===== src/sv/akima_spline_interpolator_defines.svh =====
// ----------------------------------------------------------------------------
// Akima spline interpolator assertion macros
// Concurrent checks that compile away when SYNTHESIS is set.
// ----------------------------------------------------------------------------
`ifndef AKIMA_SPLINE_INTERPOLATOR_DEFINES_SVH
`define AKIMA_SPLINE_INTERPOLATOR_DEFINES_SVH
`ifndef SYNTHESIS
`define ASI_ASSERT_HOLDS(label, clk, rst_n, ante, cons) \
    label: assert property (@(posedge clk) disable iff (!rst_n) (ante) |-> (cons)) \
        else $error("assertion failed");
`define ASI_ASSERT_NEXT(label, clk, rst_n, ante, cons) \
    label: assert property (@(posedge clk) disable iff (!rst_n) (ante) |=> (cons)) \
        else $error("assertion failed");
`else
`define ASI_ASSERT_HOLDS(label, clk, rst_n, ante, cons)
`define ASI_ASSERT_NEXT(label, clk, rst_n, ante, cons)
`endif
`endif


===== src/sv/asi_pkg.sv =====
// ----------------------------------------------------------------------------
// Akima spline interpolator package
// Shared types and constants for the interpolator and its divider.
// ----------------------------------------------------------------------------
package asi_pkg;

    localparam int MAX_POINTS = 64;
    localparam int DIV_STEPS  = 64;
    localparam int CNT_MIN    = 3;

    localparam logic       OP_LOAD  = 1'b0;
    localparam logic       OP_QUERY = 1'b1;

    localparam logic [1:0] ST_INSIDE = 2'd0;
    localparam logic [1:0] ST_BELOW  = 2'd1;
    localparam logic [1:0] ST_ABOVE  = 2'd2;

    localparam logic [30:0] SLOPE_LIM = 31'h3FFF_FFFF;

    typedef struct packed {
        logic        start;
        logic [63:0] dividend;
        logic [32:0] divisor;
    } div_req_t;

endpackage


===== src/sv/asi_div.sv =====
// ----------------------------------------------------------------------------
// Akima spline interpolator divider
// Unsigned restoring divider, 64-bit dividend by 33-bit divisor, one
// quotient bit per cycle. Pulses done when the quotient is ready.
// ----------------------------------------------------------------------------
module asi_div
    import asi_pkg::*;
(
    input  logic        clk,
    input  logic        rst_n,
    input  div_req_t    req,
    output logic        done,
    output logic [63:0] quotient
);

    logic        busy_reg;
    logic        done_reg;
    logic [6:0]  cnt_reg;
    logic [32:0] rem_reg;
    logic [63:0] quo_reg;
    logic [32:0] dvs_reg;

    logic [33:0] rem_sh;
    logic [34:0] diff;
    logic        ge;

    always_comb
    begin
        rem_sh = {rem_reg, quo_reg[63]};
        diff   = {1'b0, rem_sh} - {2'b00, dvs_reg};
        ge     = !diff[34];
    end

    always_ff @(posedge clk or negedge rst_n)
    begin
        if (!rst_n)
        begin
            busy_reg <= 1'b0;
            done_reg <= 1'b0;
            cnt_reg  <= '0;
            rem_reg  <= '0;
            quo_reg  <= '0;
            dvs_reg  <= '0;
        end
        else if (req.start)
        begin
            busy_reg <= 1'b1;
            done_reg <= 1'b0;
            cnt_reg  <= 7'(DIV_STEPS - 1);
            rem_reg  <= '0;
            quo_reg  <= req.dividend;
            dvs_reg  <= req.divisor;
        end
        else if (busy_reg)
        begin
            rem_reg <= ge ? diff[32:0] : rem_sh[32:0];
            quo_reg <= {quo_reg[62:0], ge};
            if (cnt_reg == 7'd0)
            begin
                busy_reg <= 1'b0;
                done_reg <= 1'b1;
            end
            else
            begin
                cnt_reg <= cnt_reg - 7'd1;
            end
        end
        else
        begin
            done_reg <= 1'b0;
        end
    end

    assign done     = done_reg;
    assign quotient = quo_reg;

endmodule


===== config.mk =====
export PLATFORM = sky130hd
export DESIGN_NAME = asi_div
export DESIGN_NICKNAME = d
export VERILOG_FILES = /design/src/sv/akima_spline_interpolator_defines.svh /design/src/sv/asi_pkg.sv /design/src/sv/asi_div.sv
export SDC_FILE = /design/constraint.sdc
export NUM_CORES = 1
export LEC_CHECK = 0
export ABC_CLOCK_PERIOD_IN_PS = 3940
export BUFFER_PORTS_ARGS = -buffer_cell sky130_fd_sc_hd__buf_2
export CORE_ASPECT_RATIO = 0.75
export CORE_MARGIN = 3
export CORE_UTILIZATION = 55
export DETAILED_ROUTE_END_ITERATION = 12
export HOLD_SLACK_MARGIN = 0.1
export PLACE_DENSITY = 0.91
export SLEW_MARGIN = 5
export SYNTH_ARGS = -nofsm -noshare
export SYNTH_HDL_FRONTEND = slang
export SYNTH_SLANG_ARGS = --single-unit

===== constraint.sdc =====
create_clock -name clk -period 3.94 [get_ports clk]
set_input_delay 0.197 -clock clk [delete_from_list [all_inputs] [get_ports clk]]
set_output_delay 0.197 -clock clk [all_outputs]
set_load 0.005 [all_outputs]

==> results of run 1 <==
cells by family after synthesis:
family                     synth area share (%)
AOI/OAI and AO/OA                          18.9
xor gates and xnor gates                   2.92
adders and majority gates                  5.65
buffers and inverters                      5.23
DFF                                        42.9
muxes                                      8.81
and+or+nand+nor                            15.6
report_power, final:
group,switching (W),internal [W]
registers,0.000205,0.00166
logic,0.00156,0.00108
clock network,0.000749,0.000974
total,0.00251,0.00371
metrics by stage:
step | std cells | worst slack (ns) | total power, W | area (um^2) | util, %
finish | 1361 | 0.356 | 0.00622 | 10600 | 75.6
global route | 1361 | 0.182 | 0.00656 | 10600 | 75.6
CTS | 1361 | 0.489 | 0.00605 | 10600 | 75.6
detailed placement | 1231 | 0.535 | 0.00424 | 9040 | 64.2
global placement | 1231 | 0.683 | 0.00417 | 9040 | 64.2
floorplan | 917 | 1.11 | 0.00364 | 8110 | -
routing by layer:
metal	wire length, um	part of all wire, %	vias up
met1	10100	40	3813
met3	1960	7.7	132
li1	-	-	3687
met4	1370	5.4	0
met2	12000	47	525
met5	0	0	-
critical path, stage by stage, from the launching register on:
cell	delay, ns
dfrtp_1	0.40
inv_1	0.10
ha_1	0.24
fa_1	0.38
nand2b_1	0.19
a21oi_1	0.23
o21ai_1	0.17
a211o_1	0.32
a221oi_2	0.33
nand2b_1	0.49
nand2_1	0.32
o32ai_1	0.33
layout make-up:
cell class | count | area, um^2
sequential | 139 | 3480
multi-input combinational | 673 | 4210
clock inverter | 15 | 194
inverter | 50 | 188
tap | 195 | 244
fill | 911 | 3430
clock buffer | 17 | 425
timing repair buffer | 272 | 1900
repair_timing:
item,CTS,global route
endpoints found under the setup margin,0,0
buffers inserted,0,0
hold buffers,98,0
hold endpoints to repair,181,0
resized for setup,0,0
synth_stat cells (3+ instances only):
cell type,n
nand3_1,12
and3_1,5
o211ai_1,3
a211oi_1,7
nor2_1,55
or4_1,3
a21boi_0,3
o21a_1,3
buf_2,4
xor2_1,11
o21ai_1,3
a21o_1,8
dfrtp_1,139
clkbuf_1,40
buf_1,5
a21oi_1,38
a31oi_1,7
o31ai_1,5
a311oi_1,23
nand4_1,10
o21ai_0,119
a31o_2,3
ha_1,35
xnor2_1,16
nand2_1,168
mux2_2,3
nand2b_1,7
nor2b_1,5
mux2i_1,68
nor3b_1,4
and2_1,4
nor3_1,10
inv_1,50
worst paths after layout:
kind                               end  slack (ns)         start
max reg2reg                rem_reg[27]        0.36  quotient[63]
max in group asynchronous  quotient[3]        2.61         rst_n
min reg2reg                 cnt_reg[5]        0.53    cnt_reg[5]
max                        rem_reg[27]        0.36  quotient[63]
min                         dvs_reg[6]        0.28       req[97]
min in group asynchronous   dvs_reg[6]        0.41         rst_n
==> flow_metrics.py, run 1 <==
metrics = {
    "power": {
        "leakage_nw": 5.48,
        "vdd_ir_drop_max_mv": 0.462,
        "power_per_cell_area_nw_per_um2": 585,
    },
    "cells_and_area": {
        "num_antenna_cells": 0,
        "largest_register_ffs": 64,
        "final_cell_mix": "168 x nand2_1, 162 x buf_2, 138 x dfrtp_1",
        "fin_nets": 1289,
        "drive_gt1_share_pct": 19.1,
        "area_growth_pct": 31.2,
        "final_common_cell": "nand2_1",
    },
    "min_path": {
        "min_path_type": "in2reg",
        "min_path_cells": 3,
    },
    "placed_design": {
        "port_buffers": 164,
        "place_hpwl_mm": 14.2,
        "gp_congestion": 0.925,
    },
    "clock_tree": {
        "cts-buffers-inserted": 17,
        "cts_num_sinks": 139,
        "path_clk_slew_ns": 0.07,
        "htree_levels": 4,
        "clk_latency_ns": 0.42,
        "root_buffer": "clkbuf_16",
        "clockBufferDepth": 2,
        "cts_tree": "yes",
    },
    "grt": {
        "met1_usage_pct": 40.9,
        "grt_pass1_wl_mm": 42.0,
        "grt_use_total_pct": 31.7,
        "met2_usage_pct": 49.9,
        "use_met3_pct": 6.78,
        "grt_pass1_vias": 8191,
        "top_usage_layer": "met2",
        "grt_overflow": 0,
        "grt_antenna_before_repair": 0,
        "grt_max_degree": 116,
    },
    "worst_setup_path": {
        "worstPathRequired_ns": 4.27,
        "critPathCaptureType": "flip-flop",
        "path_class": "reg2reg",
        "reg2regPathDepth": 11,
        "critPathArrivalTime_ns": 3.91,
        "cp_max_fo": 9,
        "crit_path_start_kind": "flip-flop",
    },
    "timing": {
        "finalSetupViolations": 0,
        "rsz0062_at_grt": "false",
        "worst_slew_pin_slew_ns": 0.816,
        "fin_skew_ns": 0.0125,
        "fmax_mhz": 279,
        "slew_headroom_pct": 45.6,
        "post-route-period-util_pct": 91.0,
        "finalCriticalPeriod_ns": 3.58,
        "fin_tns_setup_ns": 0,
        "hold_ws_ns": 0.278,
        "final_hold_viol_count": 0,
        "final_max_slew_viol_count": 0,
    },
    "routing": {
        "drtIter0Drc": 1151,
        "detail-route-antenna-nets": 0,
        "drc": 0,
        "routedWlPerCell_um": 18.7,
        "avgViaCountPerCell": 5.99,
        "dr.pass1.iters": 6,
        "num_vias": 8157,
        "wl_mm": 25.5,
    },
    "logic_synthesis": {
        "yosys_warnings": 0,
        "synth_seq_area_share_pct": 42.9,
        "synthesis.instances": 917,
        "synth_area_leaders": "dfrtp_1 43%, mux2i_1 8.4%, nand2_1 7.8%",
        "syn_area_um2": 8110,
        "ys_ff_latch": 139,
        "synth_nets": 1053,
        "yosysTopAreaCell": "dfrtp_1",
        "avgSynthCellArea_um2": 8.84,
        "synth_flop_cell": "dfrtp_1",
        "synth_edf_count": 0,
        "synth_top_area_share_pct": 42.9,
        "synth_cell_type_count": 64,
        "async_reset_ff_share_pct": 100,
    },
    "floorplanning": {
        "initial_core_util_pct": 57.6,
        "ioPinCount": 165,
        "core_area_um2": 14100,
        "rows": 37,
        "die_x_um": 146,
        "die-area_um2": 16200,
        "die_h_um": 111,
    },
    "run_status": {
        "status": "complete, no violations",
    },
    "flow_run": {
        "cap_viol_max_count": 0,
    },
}
Note: power is estimated with default switching activity, not from simulation.
==> run 2, diff against run 1 <==
--- a/config.mk
+++ b/config.mk
@@ -5,7 +5,7 @@
 export SDC_FILE = /design/constraint.sdc
 export NUM_CORES = 1
 export LEC_CHECK = 0
-export ABC_CLOCK_PERIOD_IN_PS = 3940
+export ABC_CLOCK_PERIOD_IN_PS = 4500
 export BUFFER_PORTS_ARGS = -buffer_cell sky130_fd_sc_hd__buf_2
 export CORE_ASPECT_RATIO = 0.75
 export CORE_MARGIN = 3
==> constraint.sdc (replaced) <==
create_clock -name clk -period 4.5 [get_ports clk]
set_input_delay 0.225 -clock clk [delete_from_list [all_inputs] [get_ports clk]]
set_output_delay 0.225 -clock clk [all_outputs]
set_load 0.005 [all_outputs]
==> flow_metrics.py, run 2 (synthesized netlist as in run 1, its figures left out) <==
metrics = {
    "power": {
        "leakage_nw": 5.46,
        "power_per_cell_area_nw_per_um2": 513,
        "vdd_ir_drop_max_mv": 0.354,
    },
    "placed_design": {
        "place_hpwl_mm": 14.0,
        "dpl_worst_slack_ns": 0.945,
        "port_buffers": 164,
        "gp_congestion": 0.939,
    },
    "grt": {
        "grt_use_total_pct": 31.2,
        "grt_antenna_before_repair": 0,
        "grt_pass1_vias": 8071,
        "grt_max_degree": 147,
        "grt_pass1_wl_mm": 41.5,
        "grt_overflow": 0,
    },
    "clock_tree": {
        "cts_tree": "yes",
        "root_buffer": "clkbuf_16",
        "cts-buffers-inserted": 17,
        "cts_setup_buffers": 0,
        "clockBufferDepth": 2,
        "cts_num_sinks": 139,
        "path_clk_slew_ns": 0.06,
        "clk_latency_ns": 0.42,
        "htree_levels": 4,
    },
    "worst_setup_path": {
        "crit_path_start_kind": "flip-flop",
        "rr_startpoint": "quotient[63]",
        "cp_top_family": "compound AO/OA/AOI/OAI gates",
        "cp_max_fo": 15,
        "worstSetupPathDepth": 12,
        "path_cells": "inv_1 > ha_1 > fa_1 > nand2b_1 > a21oi_1 > o21ai_1 > a211o_1 > a221oi_2 > nand2b_1 > buf_4 > nand2_1 > a311oi_1",
        "reg2regPathDepth": 12,
        "critPathCaptureType": "flip-flop",
        "startpoint": "quotient[63]",
        "max_stage_delay_ns": 0.53,
        "path_class": "reg2reg",
        "critPathArrivalTime_ns": 4.18,
        "cpMostUsedCell": "nand2b_1",
        "crit_buf_inv": 2,
        "worstPathRequired_ns": 4.82,
        "slowest_stage": "nand2b_1",
    },
    "timing": {
        "post-route-period-util_pct": 85.8,
        "final_hold_viol_count": 0,
        "finalSetupViolations": 0,
        "fin_tns_setup_ns": 0,
        "final_max_slew_viol_count": 0,
        "fmax_mhz": 259,
        "hold_ws_ns": 0.117,
        "worst_slew_pin_slew_ns": 1.01,
        "slew_headroom_pct": 32.9,
        "fin_skew_ns": 0.00876,
        "finalCriticalPeriod_ns": 3.86,
        "setup_ws_ns": 0.638,
        "rsz0062_at_grt": "false",
    },
    "min_path": {
        "min_path_cells": 3,
        "min_path_type": "in2reg",
        "min-delay-start": "req[64]",
    },
    "cells_and_area": {
        "ff_latch_area_um2": 3480,
        "fin_nets": 1284,
        "multiInputGateArea_um2": 4210,
        "num_antenna_cells": 0,
        "area_growth_pct": 30.8,
        "largest_register_ffs": 64,
        "final_cell_mix": "168 x nand2_1, 162 x buf_2, 138 x dfrtp_1",
        "nFillCells": 906,
        "drive_gt1_share_pct": 18.8,
        "final_common_cell": "nand2_1",
    },
    "routing": {
        "wl_mm": 25.4,
        "routedWlPerCell_um": 18.7,
        "detail-route-antenna-nets": 0,
        "num_vias": 8086,
        "dr.pass1.iters": 8,
        "drtIter0Drc": 1030,
        "avgViaCountPerCell": 5.96,
        "drc": 0,
    },
    "run_status": {
        "status": "complete, no violations",
    },
    "floorplanning": {
        "ioPinCount": 165,
        "rows": 37,
        "initial_core_util_pct": 57.6,
        "die-area_um2": 16200,
        "core_area_um2": 14100,
        "die_x_um": 146,
        "die_h_um": 111,
    },
    "flow_run": {
        "cap_viol_max_count": 0,
    },
}
## run 2: cell types whose count changed in the layout (fill, tap and decap cells not counted), sizes merged
cell,delta
inv,-6
buf,-4
bufinv,+2
clkinvlp,+2
clkbuf,+1
clkinv,+1
dlygate4sd3,-1
## run 2: through the flow
stage / instances / power, W / cell area (um^2) / util, %
final: 1356 / 0.00545 / 10600 / 75.4
after global routing: 1356 / 0.00574 / 10600 / 75.4
after floorplan: 917 / 0.00319 / 8110 / -
after CTS: 1356 / 0.00530 / 10600 / 75.4
after detailed placement: 1227 / 0.00369 / 9000 / 63.9
after global placement: 1227 / 0.00362 / 9000 / 63.9
## run 2: report_power, final
part	switching [W]	total (W)	internal [W]
registers	0.000176	0.00163	0.00145
logic	0.00135	0.00227	0.000915
clock network	0.000604	0.00155	0.000943
## run 2: final timing paths
kind / slack, ns / to
min in group asynchronous: 0.51 / rem_reg[6]
worst max register to register: 0.64 / rem_reg[4]
worst min-delay path: 0.12 / quotient[31]
worst min register to register: 0.53 / dvs_reg[22]
max in group asynchronous: 2.96 / rem_reg[20]
worst max-delay path: 0.64 / rem_reg[4]
## run 2: cell type report
class,count,area share [%]
clock buffers,18,4.05
clock inverters,14,1.98
inverters,50,1.77
multi-input cells,673,39.6
flip-flops and latches,139,32.8
well taps,195,2.30
repair buffers,267,17.4
## run 2: per-layer routing
metal / up-vias / share of wire (%) / track usage, %
li1: 3673 / - / -
met1: 3784 / 40 / 41.3
met2: 521 / 47 / 49.4
met3: 108 / 8.8 / 6.66
met4: 0 / 4.1 / 14.5
met5: - / 0 / 0
## run 2: timing repair
action / in CTS / in global routing
resized for setup: 0 / 0
endpoints found under the hold margin: 203 / 0
hold buffers: 97 / 0
## run 2: worst register-to-register path: stages (launching register included)
cell and delay (ns):
dfrtp_1 0.39, inv_1 0.07, ha_1 0.22, fa_1 0.41
nand2b_1 0.20, a21oi_1 0.27, o21ai_1 0.20, a211o_1 0.33
a221oi_2 0.37, nand2b_1 0.53, buf_4 0.34, nand2_1 0.10
a311oi_1 0.30
